`config.mk`:
```
export PLATFORM = sky130hd
export DESIGN_NAME = dictionary_block_deframer_core_flat
export DESIGN_NICKNAME = d
export VERILOG_FILES = /design/src/hw/rtl/dbd_pkg.sv /design/src/hw/rtl/dbd_in_if.sv /design/src/hw/rtl/dbd_out_if.sv /design/src/hw/rtl/dictionary_block_deframer_core.sv /design/src/flat_wrapper.sv
export SDC_FILE = /design/constraint.sdc
export NUM_CORES = 1
export LEC_CHECK = 0
export CORE_MARGIN = 10
export CORE_UTILIZATION = 45
export DETAILED_ROUTE_END_ITERATION = 8
export DONT_BUFFER_PORTS = 1
export GPL_ROUTABILITY_DRIVEN = 0
export PLACE_DENSITY = 0.66
export SKIP_CTS_REPAIR_TIMING = 1
export SYNTH_ARGS = -nofsm -noshare
export SYNTH_HDL_FRONTEND = slang
export SYNTH_SLANG_ARGS = --single-unit
```
`constraint.sdc`:
```
create_clock -name clk -period 10.5 [get_ports clk]
set_input_delay 1.05 -clock clk [delete_from_list [all_inputs] [get_ports clk]]
set_output_delay 1.05 -clock clk [all_outputs]
set_load 0.01 [all_outputs]
```
`src/hw/rtl/dbd_pkg.sv`:
```
// Package for the dictionary block deframer: field tags, definition classes,
// block type codes and framing constants shared by the interfaces and the core.
// No dependencies.
`timescale 1ns / 1ps

package dbd_pkg;

    localparam int ByteW = 8;
    localparam int KindW = 4;
    localparam int TagW = 3;
    localparam int ClassW = 3;
    localparam int SpeechW = 4;
    localparam int LenW = 32;
    localparam int SubW = 16;
    localparam int LenCntW = 3;

    localparam logic [TagW-1:0] TAG_HEADER = 3'd0;
    localparam logic [TagW-1:0] TAG_LENGTH = 3'd1;
    localparam logic [TagW-1:0] TAG_PAYLOAD = 3'd2;
    localparam logic [TagW-1:0] TAG_PREFIX = 3'd3;
    localparam logic [TagW-1:0] TAG_HEADWORD = 3'd4;
    localparam logic [TagW-1:0] TAG_DEFINITION = 3'd5;
    localparam logic [TagW-1:0] TAG_ALTERNATE = 3'd6;
    localparam logic [TagW-1:0] TAG_AFTER_END = 3'd7;

    localparam logic [ClassW-1:0] CLS_KEEP = 3'd0;
    localparam logic [ClassW-1:0] CLS_NEWLINE = 3'd1;
    localparam logic [ClassW-1:0] CLS_DROPPED = 3'd2;
    localparam logic [ClassW-1:0] CLS_MARKER = 3'd3;
    localparam logic [ClassW-1:0] CLS_SKIPPED = 3'd4;

    localparam logic [KindW-1:0] KIND_ENTRY = 4'd1;
    localparam logic [KindW-1:0] KIND_ENTRY_ALT = 4'd10;
    localparam logic [KindW-1:0] KIND_END = 4'd4;

    localparam logic [3:0] CODE_INLINE_BASE = 4'd4;

    localparam logic [ByteW-1:0] CHAR_NEWLINE = 8'h0a;
    localparam logic [ByteW-1:0] CHAR_MARK = 8'h14;
    localparam logic [ByteW-1:0] CHAR_POS = 8'h02;
    localparam logic [ByteW-1:0] CHAR_DIGIT0 = 8'h30;
    localparam logic [ByteW-1:0] CHAR_DIGIT_MAX = 8'h3a;

    function automatic logic is_entry_kind(input logic [KindW-1:0] kind);
        return (kind == KIND_ENTRY) || (kind == KIND_ENTRY_ALT);
    endfunction

endpackage

```
`src/hw/rtl/dbd_in_if.sv`:
```
// Input channel of the deframer: one stream byte per beat with valid/ready.
// Depends on dbd_pkg.
`timescale 1ns / 1ps

interface dbd_in_if;
    import dbd_pkg::*;

    logic             valid;
    logic             ready;
    logic [ByteW-1:0] in_byte;

    modport source (output valid, output in_byte, input ready);
    modport sink (input valid, input in_byte, output ready);
endinterface

```
`src/hw/rtl/dbd_out_if.sv`:
```
// Result channel of the deframer: one tagged byte per beat with valid/ready.
// Depends on dbd_pkg.
`timescale 1ns / 1ps

interface dbd_out_if;
    import dbd_pkg::*;

    logic               valid;
    logic               ready;
    logic [ByteW-1:0]   out_byte;
    logic [KindW-1:0]   block_kind;
    logic [TagW-1:0]    field_tag;
    logic [ClassW-1:0]  def_class;
    logic [SpeechW-1:0] speech_index;
    logic               speech_valid;
    logic               block_last;
    logic               end_seen;
    logic               format_error;

    modport source (
        output valid, output out_byte, output block_kind, output field_tag,
        output def_class, output speech_index, output speech_valid,
        output block_last, output end_seen, output format_error,
        input ready
    );
    modport sink (
        input valid, input out_byte, input block_kind, input field_tag,
        input def_class, input speech_index, input speech_valid,
        input block_last, input end_seen, input format_error,
        output ready
    );
endinterface

```
`src/hw/rtl/dictionary_block_deframer_core.sv`:
```
// Top level of the dictionary block deframer: framing and entry parser core.
// Depends on dbd_pkg, dbd_in_if and dbd_out_if.
`timescale 1ns / 1ps

// The core tags one byte per clock cycle while bytes arrive and the sink
// takes its results. Each accepted byte is parsed combinationally against
// the block framing, entry field and marker state, and its tagged beat is
// loaded into the result register; the longest path is the 32-bit payload
// down-count and its zero compare. A new byte is taken whenever the result
// register is empty or its beat is taken in the same cycle, so a stalled
// sink holds the input back only as long as it holds the result.
module dictionary_block_deframer_core (
    input logic clk,
    input logic rst_n,
    dbd_in_if.sink in_chan,
    dbd_out_if.source out_chan
);
    import dbd_pkg::*;

    typedef enum logic [1:0] {
        FR_HEADER,
        FR_LENGTH,
        FR_PAYLOAD
    } frame_phase_t;

    typedef enum logic [2:0] {
        EP_HW_LEN,
        EP_HW,
        EP_DEF_HI,
        EP_DEF_LO,
        EP_DEF,
        EP_ALT_LEN,
        EP_ALT
    } entry_phase_t;

    typedef enum logic [1:0] {
        MK_NONE,
        MK_ARMED,
        MK_INDEX,
        MK_SKIP
    } marker_phase_t;

    frame_phase_t       frame_phase_reg, frame_phase_next;
    logic [LenCntW-1:0] len_left_reg, len_left_next;
    logic [LenW-1:0]    len_acc_reg, len_acc_next;
    logic [KindW-1:0]   cur_type_reg, cur_type_next;
    logic [LenW-1:0]    pay_left_reg, pay_left_next;
    entry_phase_t       entry_phase_reg, entry_phase_next;
    logic [SubW-1:0]    sub_left_reg, sub_left_next;
    marker_phase_t      marker_phase_reg, marker_phase_next;
    logic               ended_reg, ended_next;

    logic               out_valid_reg;
    logic [ByteW-1:0]   res_byte_reg;
    logic [KindW-1:0]   res_kind_reg;
    logic [TagW-1:0]    res_tag_reg, res_tag_next;
    logic [ClassW-1:0]  res_class_reg, res_class_next;
    logic [SpeechW-1:0] res_index_reg, res_index_next;
    logic               res_svalid_reg, res_svalid_next;
    logic               res_last_reg, res_last_next;
    logic               res_ended_reg;
    logic               res_err_reg, res_err_next;

    logic               accept;
    logic [ByteW-1:0]   b;
    logic [ByteW-1:0]   b_rel;
    logic [LenCntW-1:0] len_dec;
    logic [LenW-1:0]    pay_dec;
    logic [SubW-1:0]    sub_dec;

    assign in_chan.ready = !out_valid_reg || out_chan.ready;
    assign accept = in_chan.valid && in_chan.ready;
    assign b = in_chan.in_byte;
    assign b_rel = b - CHAR_DIGIT0;
    assign len_dec = (len_left_reg != '0) ? len_left_reg - 1'b1 : '0;
    assign pay_dec = (pay_left_reg != '0) ? pay_left_reg - 1'b1 : '0;

    always_comb
    begin
        frame_phase_next = frame_phase_reg;
        len_left_next = len_left_reg;
        len_acc_next = len_acc_reg;
        cur_type_next = cur_type_reg;
        pay_left_next = pay_left_reg;
        entry_phase_next = entry_phase_reg;
        sub_left_next = sub_left_reg;
        marker_phase_next = marker_phase_reg;
        ended_next = ended_reg;
        res_tag_next = TAG_HEADER;
        res_class_next = CLS_KEEP;
        res_index_next = '0;
        res_svalid_next = 1'b0;
        res_last_next = 1'b0;
        res_err_next = 1'b0;
        sub_dec = (sub_left_reg != '0) ? sub_left_reg - 1'b1 : '0;

        if (ended_reg)
        begin
            res_tag_next = TAG_AFTER_END;
        end
        else
        begin
            unique case (frame_phase_reg)
                FR_LENGTH:
                begin
                    res_tag_next = TAG_LENGTH;
                    len_acc_next = {len_acc_reg[LenW-ByteW-1:0], b};
                    len_left_next = len_dec;
                    if (len_dec == '0)
                    begin
                        if (len_acc_next == '0)
                        begin
                            res_last_next = 1'b1;
                            res_err_next = is_entry_kind(cur_type_reg)
                                && (entry_phase_reg != EP_ALT_LEN);
                            entry_phase_next = EP_HW_LEN;
                            sub_left_next = '0;
                            marker_phase_next = MK_NONE;
                            frame_phase_next = FR_HEADER;
                        end
                        else
                        begin
                            pay_left_next = len_acc_next;
                            frame_phase_next = FR_PAYLOAD;
                        end
                    end
                end
                FR_PAYLOAD:
                begin
                    res_tag_next = TAG_PAYLOAD;
                    if (is_entry_kind(cur_type_reg))
                    begin
                        res_tag_next = TAG_PREFIX;
                        unique case (entry_phase_reg)
                            EP_HW_LEN:
                            begin
                                sub_left_next = {{(SubW-ByteW){1'b0}}, b};
                                entry_phase_next = (b != '0) ? EP_HW : EP_DEF_HI;
                            end
                            EP_HW:
                            begin
                                res_tag_next = TAG_HEADWORD;
                                sub_left_next = sub_dec;
                                if (sub_dec == '0)
                                begin
                                    entry_phase_next = EP_DEF_HI;
                                end
                            end
                            EP_DEF_HI:
                            begin
                                sub_left_next = {b, {(SubW-ByteW){1'b0}}};
                                entry_phase_next = EP_DEF_LO;
                            end
                            EP_DEF_LO:
                            begin
                                sub_left_next = {sub_left_reg[SubW-1:ByteW], b};
                                entry_phase_next = (sub_left_next != '0) ? EP_DEF
                                                                         : EP_ALT_LEN;
                            end
                            EP_DEF:
                            begin
                                res_tag_next = TAG_DEFINITION;
                                if (marker_phase_reg == MK_SKIP)
                                begin
                                    res_class_next = CLS_SKIPPED;
                                end
                                else if (marker_phase_reg == MK_INDEX)
                                begin
                                    res_class_next = CLS_MARKER;
                                    if ((b >= CHAR_DIGIT0) && (b <= CHAR_DIGIT_MAX))
                                    begin
                                        res_index_next = b_rel[SpeechW-1:0];
                                        res_svalid_next = 1'b1;
                                    end
                                    marker_phase_next = MK_SKIP;
                                end
                                else if ((marker_phase_reg == MK_ARMED) && (b == CHAR_POS))
                                begin
                                    res_class_next = CLS_MARKER;
                                    marker_phase_next = MK_INDEX;
                                end
                                else
                                begin
                                    marker_phase_next = MK_NONE;
                                    if (b == CHAR_NEWLINE)
                                    begin
                                        res_class_next = CLS_NEWLINE;
                                    end
                                    else if (b == CHAR_MARK)
                                    begin
                                        res_class_next = CLS_DROPPED;
                                        if (sub_left_reg >= SubW'(3))
                                        begin
                                            marker_phase_next = MK_ARMED;
                                        end
                                    end
                                end
                                sub_left_next = sub_dec;
                                if (sub_dec == '0)
                                begin
                                    entry_phase_next = EP_ALT_LEN;
                                    marker_phase_next = MK_NONE;
                                end
                            end
                            EP_ALT:
                            begin
                                res_tag_next = TAG_ALTERNATE;
                                sub_left_next = sub_dec;
                                if (sub_dec == '0)
                                begin
                                    entry_phase_next = EP_ALT_LEN;
                                end
                            end
                            default:
                            begin
                                sub_left_next = {{(SubW-ByteW){1'b0}}, b};
                                entry_phase_next = (b != '0) ? EP_ALT : EP_ALT_LEN;
                            end
                        endcase
                    end
                    pay_left_next = pay_dec;
                    if (pay_dec == '0)
                    begin
                        res_last_next = 1'b1;
                        res_err_next = is_entry_kind(cur_type_reg)
                            && (entry_phase_next != EP_ALT_LEN);
                        entry_phase_next = EP_HW_LEN;
                        sub_left_next = '0;
                        marker_phase_next = MK_NONE;
                        frame_phase_next = FR_HEADER;
                    end
                end
                default:
                begin
                    res_tag_next = TAG_HEADER;
                    cur_type_next = b[KindW-1:0];
                    entry_phase_next = EP_HW_LEN;
                    sub_left_next = '0;
                    marker_phase_next = MK_NONE;
                    if (cur_type_next == KIND_END)
                    begin
                        ended_next = 1'b1;
                        res_last_next = 1'b1;
                        frame_phase_next = FR_HEADER;
                    end
                    else if (b[7:4] < CODE_INLINE_BASE)
                    begin
                        len_left_next = LenCntW'(b[5:4]) + 1'b1;
                        len_acc_next = '0;
                        frame_phase_next = FR_LENGTH;
                    end
                    else if (b[7:4] > CODE_INLINE_BASE)
                    begin
                        pay_left_next = LenW'(b[7:4] - CODE_INLINE_BASE);
                        frame_phase_next = FR_PAYLOAD;
                    end
                    else
                    begin
                        res_last_next = 1'b1;
                        res_err_next = is_entry_kind(cur_type_next);
                        frame_phase_next = FR_HEADER;
                    end
                end
            endcase
        end
    end

    always_ff @(posedge clk or negedge rst_n)
    begin
        if (!rst_n)
        begin
            frame_phase_reg <= FR_HEADER;
            len_left_reg <= '0;
            len_acc_reg <= '0;
            cur_type_reg <= '0;
            pay_left_reg <= '0;
            entry_phase_reg <= EP_HW_LEN;
            sub_left_reg <= '0;
            marker_phase_reg <= MK_NONE;
            ended_reg <= 1'b0;
            out_valid_reg <= 1'b0;
        end
        else
        begin
            if (accept)
            begin
                frame_phase_reg <= frame_phase_next;
                len_left_reg <= len_left_next;
                len_acc_reg <= len_acc_next;
                cur_type_reg <= cur_type_next;
                pay_left_reg <= pay_left_next;
                entry_phase_reg <= entry_phase_next;
                sub_left_reg <= sub_left_next;
                marker_phase_reg <= marker_phase_next;
                ended_reg <= ended_next;
                out_valid_reg <= 1'b1;
            end
            else if (out_chan.ready)
            begin
                out_valid_reg <= 1'b0;
            end
        end
    end

    always_ff @(posedge clk)
    begin
        if (accept)
        begin
            res_byte_reg <= b;
            res_kind_reg <= cur_type_next;
            res_tag_reg <= res_tag_next;
            res_class_reg <= res_class_next;
            res_index_reg <= res_index_next;
            res_svalid_reg <= res_svalid_next;
            res_last_reg <= res_last_next;
            res_ended_reg <= ended_next;
            res_err_reg <= res_err_next;
        end
    end

    assign out_chan.valid = out_valid_reg;
    assign out_chan.out_byte = res_byte_reg;
    assign out_chan.block_kind = res_kind_reg;
    assign out_chan.field_tag = res_tag_reg;
    assign out_chan.def_class = res_class_reg;
    assign out_chan.speech_index = res_index_reg;
    assign out_chan.speech_valid = res_svalid_reg;
    assign out_chan.block_last = res_last_reg;
    assign out_chan.end_seen = res_ended_reg;
    assign out_chan.format_error = res_err_reg;

endmodule
```
`src/flat_wrapper.sv`:
```
// flat-port wrapper written by rule: the top's interface ports become plain ports
module dictionary_block_deframer_core_flat import dbd_pkg::*;
  (clk, rst_n, in_chan_valid, in_chan_in_byte, in_chan_ready, out_chan_valid, out_chan_out_byte, out_chan_block_kind, out_chan_field_tag, out_chan_def_class, out_chan_speech_index, out_chan_speech_valid, out_chan_block_last, out_chan_end_seen, out_chan_format_error, out_chan_ready);
  dbd_in_if in_chan_i ();
  dbd_out_if out_chan_i ();
  input logic clk;
  input logic rst_n;
  input wire logic [$bits(in_chan_i.valid)-1:0] in_chan_valid;
  input wire logic [$bits(in_chan_i.in_byte)-1:0] in_chan_in_byte;
  output wire logic [$bits(in_chan_i.ready)-1:0] in_chan_ready;
  output wire logic [$bits(out_chan_i.valid)-1:0] out_chan_valid;
  output wire logic [$bits(out_chan_i.out_byte)-1:0] out_chan_out_byte;
  output wire logic [$bits(out_chan_i.block_kind)-1:0] out_chan_block_kind;
  output wire logic [$bits(out_chan_i.field_tag)-1:0] out_chan_field_tag;
  output wire logic [$bits(out_chan_i.def_class)-1:0] out_chan_def_class;
  output wire logic [$bits(out_chan_i.speech_index)-1:0] out_chan_speech_index;
  output wire logic [$bits(out_chan_i.speech_valid)-1:0] out_chan_speech_valid;
  output wire logic [$bits(out_chan_i.block_last)-1:0] out_chan_block_last;
  output wire logic [$bits(out_chan_i.end_seen)-1:0] out_chan_end_seen;
  output wire logic [$bits(out_chan_i.format_error)-1:0] out_chan_format_error;
  input wire logic [$bits(out_chan_i.ready)-1:0] out_chan_ready;
  assign in_chan_i.valid = in_chan_valid;
  assign in_chan_i.in_byte = in_chan_in_byte;
  assign in_chan_ready = in_chan_i.ready;
  assign out_chan_valid = out_chan_i.valid;
  assign out_chan_out_byte = out_chan_i.out_byte;
  assign out_chan_block_kind = out_chan_i.block_kind;
  assign out_chan_field_tag = out_chan_i.field_tag;
  assign out_chan_def_class = out_chan_i.def_class;
  assign out_chan_speech_index = out_chan_i.speech_index;
  assign out_chan_speech_valid = out_chan_i.speech_valid;
  assign out_chan_block_last = out_chan_i.block_last;
  assign out_chan_end_seen = out_chan_i.end_seen;
  assign out_chan_format_error = out_chan_i.format_error;
  assign out_chan_i.ready = out_chan_ready;
  dictionary_block_deframer_core u_core (.clk(clk), .rst_n(rst_n), .in_chan(in_chan_i), .out_chan(out_chan_i));
endmodule
```
==> results of run 1 <==
cells in the final DEF, fill, tap and decap left out, types with 9 or more instances in the layout:
| master | netlist | routed |
|---|---|---|
| sky130_fd_sc_hd__nor2_1 | 55 | 55 |
| sky130_fd_sc_hd__a22o_1 | 27 | 27 |
| sky130_fd_sc_hd__a21oi_1 | 52 | 52 |
| sky130_fd_sc_hd__nor4_1 | 28 | 28 |
| sky130_fd_sc_hd__ha_1 | 14 | 14 |
| sky130_fd_sc_hd__nand2_1 | 83 | 83 |
| sky130_fd_sc_hd__nor3_1 | 32 | 32 |
| sky130_fd_sc_hd__nand4_1 | 13 | 13 |
| sky130_fd_sc_hd__clkbuf_16 | 0 | 17 |
| sky130_fd_sc_hd__inv_1 | 24 | 24 |
| sky130_fd_sc_hd__o2111ai_1 | 10 | 10 |
| sky130_fd_sc_hd__a22oi_1 | 14 | 14 |
| sky130_fd_sc_hd__edfxtp_1 | 26 | 26 |
| sky130_fd_sc_hd__o21ai_0 | 68 | 68 |
| sky130_fd_sc_hd__nand3_1 | 13 | 13 |
| sky130_fd_sc_hd__xnor2_1 | 10 | 10 |
| sky130_fd_sc_hd__dfrtp_1 | 88 | 88 |
| sky130_fd_sc_hd__o211ai_1 | 11 | 11 |
| sky130_fd_sc_hd__buf_4 | 0 | 9 |
how the worst max path moves through the flow:
stage	start	end	slack (ns)
6_report	u_core.pay_left_reg[0]	u_core.marker_phase_reg[1]	5.80
5_1_grt	u_core.pay_left_reg[0]	u_core.marker_phase_reg[1]	5.50
4_1_cts	u_core.pay_left_reg[0]	u_core.marker_phase_reg[1]	5.94
3_5_place_dp	u_core.pay_left_reg[0]	u_core.marker_phase_reg[1]	5.98
3_3_place_gp	u_core.pay_left_reg[0]	u_core.marker_phase_reg[1]	6.22
2_1_floorplan	in_chan_in_byte[5]	u_core.sub_left_reg[10]	7.01
layout make-up:
type / instances / share of cell area [%]
multi-input cells: 609 / 49.7
flip-flops and latches: 114 / 37.5
clock buffers: 19 / 5.44
well taps: 216 / 3.40
clock inverters: 13 / 2.03
inverters: 24 / 1.13
repair buffers: 9 / 0.849
Yosys cell counts (all sizes together), types with 10 or more instances:
cell type,count
inv,24
xnor2,10
edfxtp,26
nor4,31
nand4,13
clkbuf,57
nand2,83
a22oi,14
o21ai,69
a21oi,52
dfrtp,88
nand3,13
nor3,32
nor2,57
ha,14
buf,12
a22o,27
o2111ai,11
o211ai,19
stage by stage:
step | setup slack, ns | cells | util (%) | cell area [µm²]
floorplan | 7.01 | 816 | - | 7300
global placement | 6.22 | 972 | 46.4 | 7360
detailed placement | 5.98 | 972 | 46.4 | 7360
CTS | 5.94 | 1004 | 50.1 | 7960
global route | 5.50 | 1004 | 50.1 | 7960
finish | 5.80 | 1004 | 50.1 | 7960
power groups by stage:
stage | logic, mW | registers [mW] | clock network, mW
4_1_cts | 1.06 | 0.742 | 0.591
3_3_place_gp | 1.03 | 0.745 | 0
2_1_floorplan | 0.883 | 0.661 | 0
3_5_place_dp | 1.05 | 0.747 | 0
6_report | 1.07 | 0.748 | 0.585
5_1_grt | 1.18 | 0.765 | 0.610
worst reg2reg max path, cell delays in order, from the launching register on:
cell	delay, ns
sky130_fd_sc_hd__dfrtp_1	0.45
sky130_fd_sc_hd__inv_1	0.14
sky130_fd_sc_hd__ha_1	0.25
sky130_fd_sc_hd__nor3b_1	0.94
sky130_fd_sc_hd__and2_1	0.42
sky130_fd_sc_hd__nand4_1	0.20
sky130_fd_sc_hd__or4_1	0.46
sky130_fd_sc_hd__nand2_1	0.41
sky130_fd_sc_hd__nand4b_1	0.52
sky130_fd_sc_hd__nand2_1	0.43
sky130_fd_sc_hd__o32ai_1	0.39
metal layers:
layer / vias to the layer above / track usage (%) / routed length (µm)
met5: - / 0 / 0
met4: 0 / 8.37 / 584
met3: 47 / 4.94 / 1560
met2: 296 / 32.3 / 10500
met1: 3277 / 25.3 / 9190
li1: 3007 / - / -
cell families (layout without fill, tap and decap cells):
family	after synthesis	after routing	share of synthesized area (%)
muxes	9	9	1.34
and+or+nand+nor	310	310	23.4
xor gates and xnor gates	17	17	2.04
DFF	114	114	40.9
buffers and inverters	93	65	5.06
AOI/OAI and AO/OA	259	259	24.9
adders and majority gates	14	14	2.40
==> tab_implementation.tex, run 1 <==
\begin{tabular}{lr}
\hline
Metric & Value \\
\hline
\multicolumn{2}{l}{\textbf{Timing}} \\
\quad Final hold slack & 0.321 ns \\
\quad Number of slew-limit violations in the final report & 0 \\
\quad TNS Setup & 0 ns \\
\quad Worst slew margin relative to its limit & about a quarter \\
\quad Clock skew & between 0.01 and 0.015 ns \\
\quad Final critical path time including I/O delays and setup & $\sim$4.7 ns \\
\quad Final hold viol count & 0 \\
\quad Actual slew at the worst max-slew pin & $\sim$1.1 ns \\
\quad Crit share post-route & between 40\% and 50\% \\
\quad Final setup violation count & 0 \\
\quad Unrepaired setup endpoints after global routing & no \\
\quad Fmax achieved & around 0.21 GHz \\
\multicolumn{2}{l}{\textbf{Setup path}} \\
\quad Worst R2R Path Depth & 10 \\
\quad Peak fanout along the critical path & 12 \\
\quad Worst reg-to-reg setup slack & between 5 and 6 ns \\
\quad Dominant cell type by count on the critical path & sky130\_fd\_sc\_hd\_\_nand2\_1 \\
\quad Critical Path Source Type & flop \\
\quad Crit. path cell count & 10 \\
\quad End of the worst register-to-register path & u\_core.marker\_phase\_reg[1] \\
\quad Series of cell instances along the critical path & inv\_1 -> ha\_1 -> nor3b\_1 -> and2\_1 -> nand4\_1 -> or4\_1 -> nand2\_1 -> nand4b\_1 -> nand2\_1 -> o32ai\_1 \\
\quad Arrival time worst endpoint & $\sim$5 ns \\
\quad Kind of capture point of the worst setup path & flop \\
\quad Slowest stage delay, CP & $\sim$0.94 ns \\
\quad Launch point of the worst reg-to-reg path & u\_core.pay\_left\_reg[0] \\
\quad Required @ worst endpoint & around 11 ns \\
\quad Number of buffers and inverters on the critical path & 1 \\
\quad Highest-delay cell along the critical path & sky130\_fd\_sc\_hd\_\_nor3b\_1 \\
\quad Type of the worst setup path & flop to flop \\
\quad Largest delay share family, worst path & simple AND/OR/NAND/NOR gates \\
\multicolumn{2}{l}{\textbf{Floorplanning}} \\
\quad DIE HEIGHT & 147 µm \\
\quad DIE AREA & between 20,000 and 25,000 µm² \\
\quad Core area & roughly 16,000 µm² \\
\quad I/O pin total & 40 \\
\quad Number of rows in the core area & 46 \\
\quad Initial cell density of the core & a little under half \\
\quad Die Wd & $\sim$150 µm \\
\multicolumn{2}{l}{\textbf{Power}} \\
\quad Switching share of power & approximately 45\% \\
\quad Maximum ir drop on the vdd rail & approximately 0.00012 V \\
\quad Pleak & approximately 3.1 nW \\
\quad Overall power & approximately 2.4 mW \\
\quad Fraction of power consumed by the clock network & about a quarter \\
\quad Internal power & approximately 1.3 mW \\
\quad Power density relative to cell area & between 300 and 400 nW/µm² \\
\quad Fraction of power consumed by sequential logic & 31.1\% \\
\quad Sw Pwr & between 1 and 1.5 mW \\
\quad Share of power burned in combinational logic & between 40\% and 50\% \\
\multicolumn{2}{l}{\textbf{Status}} \\
\quad Result of the run & finished, final reports clean \\
\multicolumn{2}{l}{\textbf{Cells and area}} \\
\quad Flip-flop count of the largest register after layout & 32 \\
\quad Storage cell area & approximately 3000 µm² \\
\quad Fraction of layout cells with a size suffix above 1 & a little under a tenth \\
\quad Final-layout fill cell count & approximately 1,500 \\
\quad Antenna diode count & 0 \\
\quad Area delta synth->final & 9.07\% \\
\quad Multi-input logic area & about 4000 µm² \\
\quad Final Net Count & 801 \\
\multicolumn{2}{l}{\textbf{CTS}} \\
\quad Worst-case clock buffer depth & 2 \\
\quad Number of buffers added by the clock tree synthesis step & 17 \\
\quad Root cell of the clock tree & sky130\_fd\_sc\_hd\_\_clkbuf\_16 \\
\quad Clock insertion delay at the later pin of the skew report & between 0.4 and 0.5 ns \\
\quad Number of H-tree branching levels & 4 \\
\quad Clock-pin transition on the worst setup and hold timing paths & about 0.06 ns \\
\quad Clock tree from TritonCTS & built \\
\quad Clock Sink Count & 114 \\
\multicolumn{2}{l}{\textbf{Synthesis}} \\
\quad Area leader, netlist & sky130\_fd\_sc\_hd\_\_dfrtp\_1 \\
\quad Gate count of the mapped netlist & 816 \\
\quad Portion of synthesized cell area occupied by the leading cell type & a little under a third \\
\quad Main flop type after synthesis & sky130\_fd\_sc\_hd\_\_dfrtp\_1 \\
\quad Syn Nets & about 840 \\
\quad Top cells by area, synth & sky130\_fd\_sc\_hd\_\_dfrtp\_1 30\%, sky130\_fd\_sc\_hd\_\_edfxtp\_1 11\%, sky130\_fd\_sc\_hd\_\_o21ai\_0 4.7\% \\
\quad Async set-or-reset flop fraction in the synthesized netlist & approximately 77\% \\
\quad Cell area after synthesis & between 7000 and 8000 µm² \\
\quad Warning count from the yosys run & 0 \\
\quad Seq/Total Area, Yosys & roughly two fifths \\
\quad Count of unique library cells instantiated by Yosys & 76 \\
\quad Number of enable-type register cells in the synthesized netlist & 26 \\
\quad Number of flip-flops and latches in the synthesized netlist & about 110 \\
\quad Average instance area after synthesis & slightly below 9 µm² \\
\multicolumn{2}{l}{\textbf{Routing}} \\
\quad Routed via count & approximately 6,600 \\
\quad WL per Instance & between 20 and 25 µm \\
\quad Number of iterations in the first detailed-routing pass & 6 \\
\quad Sum of routed wire length over all layers & between 20 and 25 mm \\
\quad Routed vias/inst & between 6 and 7 \\
\quad DRC violations left & 0 \\
\quad Remaining antenna violation count after routing & 0 \\
\quad Starting DRC count in detailed routing & roughly 670 \\
\multicolumn{2}{l}{\textbf{Global route}} \\
\quad Vias in the first global route & between 6,000 and 7,000 \\
\quad First-pass GRT wire length & approximately 35 mm \\
\quad Maximum number of pins on one net before global-route repair & around 90 \\
\quad GRT overflow & 0 \\
\quad Antenna violations before repair & 0 \\
\quad Total Routing Usage GR & around a fifth \\
\multicolumn{2}{l}{\textbf{Min path}} \\
\quad Min-delay worst type & input port to async pin \\
\multicolumn{2}{l}{\textbf{Run}} \\
\quad Max-capacitance violation count & 0 \\
\multicolumn{2}{l}{\textbf{Placed design}} \\
\quad Post-DP HPWL & approximately 15 mm \\
\quad Port bufs & 0 \\
\hline
\end{tabular}
Note: power is estimated with default switching activity, not from simulation.
==> run 2: changes to the inputs <==
Clock period 10.5 ns to 4.4 ns, I/O delays scaled along.
==> run 2 against run 1 <==
Sequential power grew 140%. Design area increased by 1.6%. Critical path type unchanged. Combinational power rose by 150%. Worst setup slack got worse by 5.3 ns. Critical path depth fell by 2.
==> tab_implementation.tex, run 2 (synthesis results as in run 1) <==
\begin{tabular}{lr}
\hline
Metric & Value \\
\hline
\multicolumn{2}{l}{\textbf{Status}} \\
\quad Result of the run & finished, final reports clean \\
\multicolumn{2}{l}{\textbf{Timing}} \\
\quad Fmax achieved & 0.257 GHz (+21\%) \\
\quad Final hold viol count & 0 (unchanged) \\
\quad TNS Setup & 0 ns (unchanged) \\
\quad Actual slew at the worst max-slew pin & 0.989 ns (-0.157 ns) \\
\quad Final setup violation count & 0 (unchanged) \\
\quad Unrepaired setup endpoints after global routing & no \\
\quad Crit share post-route & 88.4\% (+44 points) \\
\quad Clock skew & 0.0129 ns (+0.00150 ns) \\
\quad Number of slew-limit violations in the final report & 0 (unchanged) \\
\quad Worst slew margin relative to its limit & 33.8\% (+10 points) \\
\quad PnR worst setup slack & 0.510 ns (-5.29 ns) \\
\quad Final critical path time including I/O delays and setup & 3.89 ns (-0.812 ns) \\
\multicolumn{2}{l}{\textbf{Global route}} \\
\quad Antenna violations before repair & 0 (unchanged) \\
\quad Maximum number of pins on one net before global-route repair & 89 (unchanged) \\
\quad GRT overflow & 0 (unchanged) \\
\quad Total Routing Usage GR & 20.2\% (+0.11 points) \\
\quad First-pass GRT wire length & 35.6 mm (+0.92\%) \\
\quad Vias in the first global route & 6,469 (+1.4\%) \\
\multicolumn{2}{l}{\textbf{Placed design}} \\
\quad Port bufs & 0 (unchanged) \\
\quad Worst slack after detailed placement & 0.435 ns (-5.55 ns) \\
\quad Post-DP HPWL & 14.9 mm (-0.30\%) \\
\multicolumn{2}{l}{\textbf{Setup path}} \\
\quad Peak fanout along the critical path & 10 (-2) \\
\quad Crit path launch & u\_core.pay\_left\_reg[13] \\
\quad Launch point of the worst reg-to-reg path & u\_core.pay\_left\_reg[13] \\
\quad Critical Path Source Type & flop \\
\quad Required @ worst endpoint & 4.61 ns (-6.21 ns) \\
\quad Kind of capture point of the worst setup path & flop \\
\quad Arrival time worst endpoint & 4.10 ns (-0.92 ns) \\
\quad Type of the worst setup path & flop to flop \\
\multicolumn{2}{l}{\textbf{Floorplanning}} \\
\quad Number of rows in the core area & 46 (unchanged) \\
\quad DIE AREA & 21,700 µm² (unchanged) \\
\quad I/O pin total & 40 (unchanged) \\
\quad Core area & 15,900 µm² (unchanged) \\
\quad Die Wd & 147 µm (unchanged) \\
\quad DIE HEIGHT & 147 µm (unchanged) \\
\quad Initial cell density of the core & 45.9\% (unchanged) \\
\multicolumn{2}{l}{\textbf{Routing}} \\
\quad Routed vias/inst & 6.61 (+0.17\%) \\
\quad Remaining antenna violation count after routing & 0 (unchanged) \\
\quad Sum of routed wire length over all layers & 21.9 mm (+0.36\%) \\
\quad Routed via count & 6,698 (+1.1\%) \\
\quad Number of iterations in the first detailed-routing pass & 5 (-1) \\
\quad WL per Instance & 21.6 µm (-0.53\%) \\
\quad DRC violations left & 0 (unchanged) \\
\quad Starting DRC count in detailed routing & 756 (+13\%) \\
\multicolumn{2}{l}{\textbf{CTS}} \\
\quad Number of buffers added by the clock tree synthesis step & 17 (unchanged) \\
\quad Clock tree from TritonCTS & built \\
\quad Clock insertion delay at the later pin of the skew report & 0.42 ns (about the same) \\
\quad Number of H-tree branching levels & 4 (unchanged) \\
\quad Root cell of the clock tree & sky130\_fd\_sc\_hd\_\_clkbuf\_16 \\
\quad Clock Sink Count & 114 (unchanged) \\
\quad Worst-case clock buffer depth & 2 (unchanged) \\
\quad Clock-pin transition on the worst setup and hold timing paths & 0.06 ns (about the same) \\
\multicolumn{2}{l}{\textbf{Cells and area}} \\
\quad Commonest cells after routing, fill and taps aside & 88 x sky130\_fd\_sc\_hd\_\_dfrtp\_1, 83 x sky130\_fd\_sc\_hd\_\_nand2\_1, 68 x sky130\_fd\_sc\_hd\_\_o21ai\_0 \\
\quad Final Net Count & 810 (+1.1\%) \\
\quad Final core area utilization & 50.9\% (+0.80 points) \\
\quad Antenna diode count & 0 (unchanged) \\
\quad Area delta synth->final & 10.8\% \\
\quad Leading cell type in the layout, fill and taps excluded & sky130\_fd\_sc\_hd\_\_dfrtp\_1 \\
\quad Flip-flop count of the largest register after layout & 32 (unchanged) \\
\quad Fraction of layout cells with a size suffix above 1 & 10.4\% (+1.0 points) \\
\multicolumn{2}{l}{\textbf{Min path}} \\
\quad Min-delay worst type & input port to flop \\
\quad Launch point of the worst hold path & in\_chan\_in\_byte[2] \\
\multicolumn{2}{l}{\textbf{Power}} \\
\quad Pleak & 3.17 nW (+2.4\%) \\
\quad Power density relative to cell area & 725 nW/µm² (+140\%) \\
\quad Maximum ir drop on the vdd rail & 0.000358 V (+190\%) \\
\quad Overall power & 5.86 mW (+140\%) \\
\multicolumn{2}{l}{\textbf{Run}} \\
\quad Max-capacitance violation count & 0 (unchanged) \\
\hline
\end{tabular}
-- run 2: changes by cell type in the layout (fill, tap and decap cells not counted) --
cell	previous run	this run
sky130_fd_sc_hd__inv_6	1	0
sky130_fd_sc_hd__dlygate4sd3_1	0	1
sky130_fd_sc_hd__clkinv_4	3	1
sky130_fd_sc_hd__clkinv_1	1	0
sky130_fd_sc_hd__clkbuf_8	0	4
sky130_fd_sc_hd__bufinv_16	3	2
sky130_fd_sc_hd__buf_4	9	16
sky130_fd_sc_hd__buf_16	0	1
sky130_fd_sc_hd__clkinvlp_4	3	2
sky130_fd_sc_hd__clkbuf_16	17	19
-- run 2: layout make-up --
cell class                 count  area [µm²]
fill                        1466        7800
clock inverter                 7        93.8
sequential                   114        2980
inverter                      24        90.1
clock buffer                  25         538
tap                          216         270
timing repair buffer          18         158
multi-input combinational    609        3950
-- run 2: report_power, final --
group          switching, mW  internal (mW)  total, mW
registers              0.422           1.35       1.77
logic                   1.66          0.974       2.63
clock network          0.491          0.961       1.45
-- run 2: final timing paths --
| check | endpoint | slack (ns) | cells past startpoint |
|---|---|---|---|
| setup / recovery | u_core.out_chan.format_error | 0.51 | 8 |
| hold / removal | u_core.out_chan.out_byte[2] | 0.12 | 0 |
| setup reg to reg | u_core.out_chan.format_error | 0.51 | 8 |
| hold reg to reg | u_core.cur_type_reg[0] | 0.51 | 2 |
| max in group asynchronous | u_core.pay_left_reg[25] | 3.43 | 2 |
| min in group asynchronous | u_core.pay_left_reg[7] | 0.59 | 2 |
-- run 2: metrics by stage --
step                instances  hold WS [ns]  cell area [µm²]
global placement          979         0.149             7420
detailed placement        979         0.149             7420
CTS                      1011        -0.297             8050
global route             1013        0.0982             8090
finish                   1013         0.117             8090
floorplan                 816         0.144             7300
-- run 2: metal layers --
layer,GRT usage [%],part of all wire [%],vias to the layer above
met5,0,0,-
met4,9.07,2.9,0
li1,-,-,3021
met1,25.6,41,3291
met2,32.3,48,337
met3,4.58,7.5,49
-- run 2: worst max-delay path, stage by stage, from the launching register on --
cell                      delay (ns)
sky130_fd_sc_hd__dfrtp_1        0.46
sky130_fd_sc_hd__or4_1          0.69
sky130_fd_sc_hd__or4_4          0.53
sky130_fd_sc_hd__nor4_4         0.35
sky130_fd_sc_hd__xor2_1         0.15
sky130_fd_sc_hd__nor4_1         0.48
sky130_fd_sc_hd__a31oi_4        0.27
sky130_fd_sc_hd__or3_1          0.40
sky130_fd_sc_hd__o41ai_1        0.36
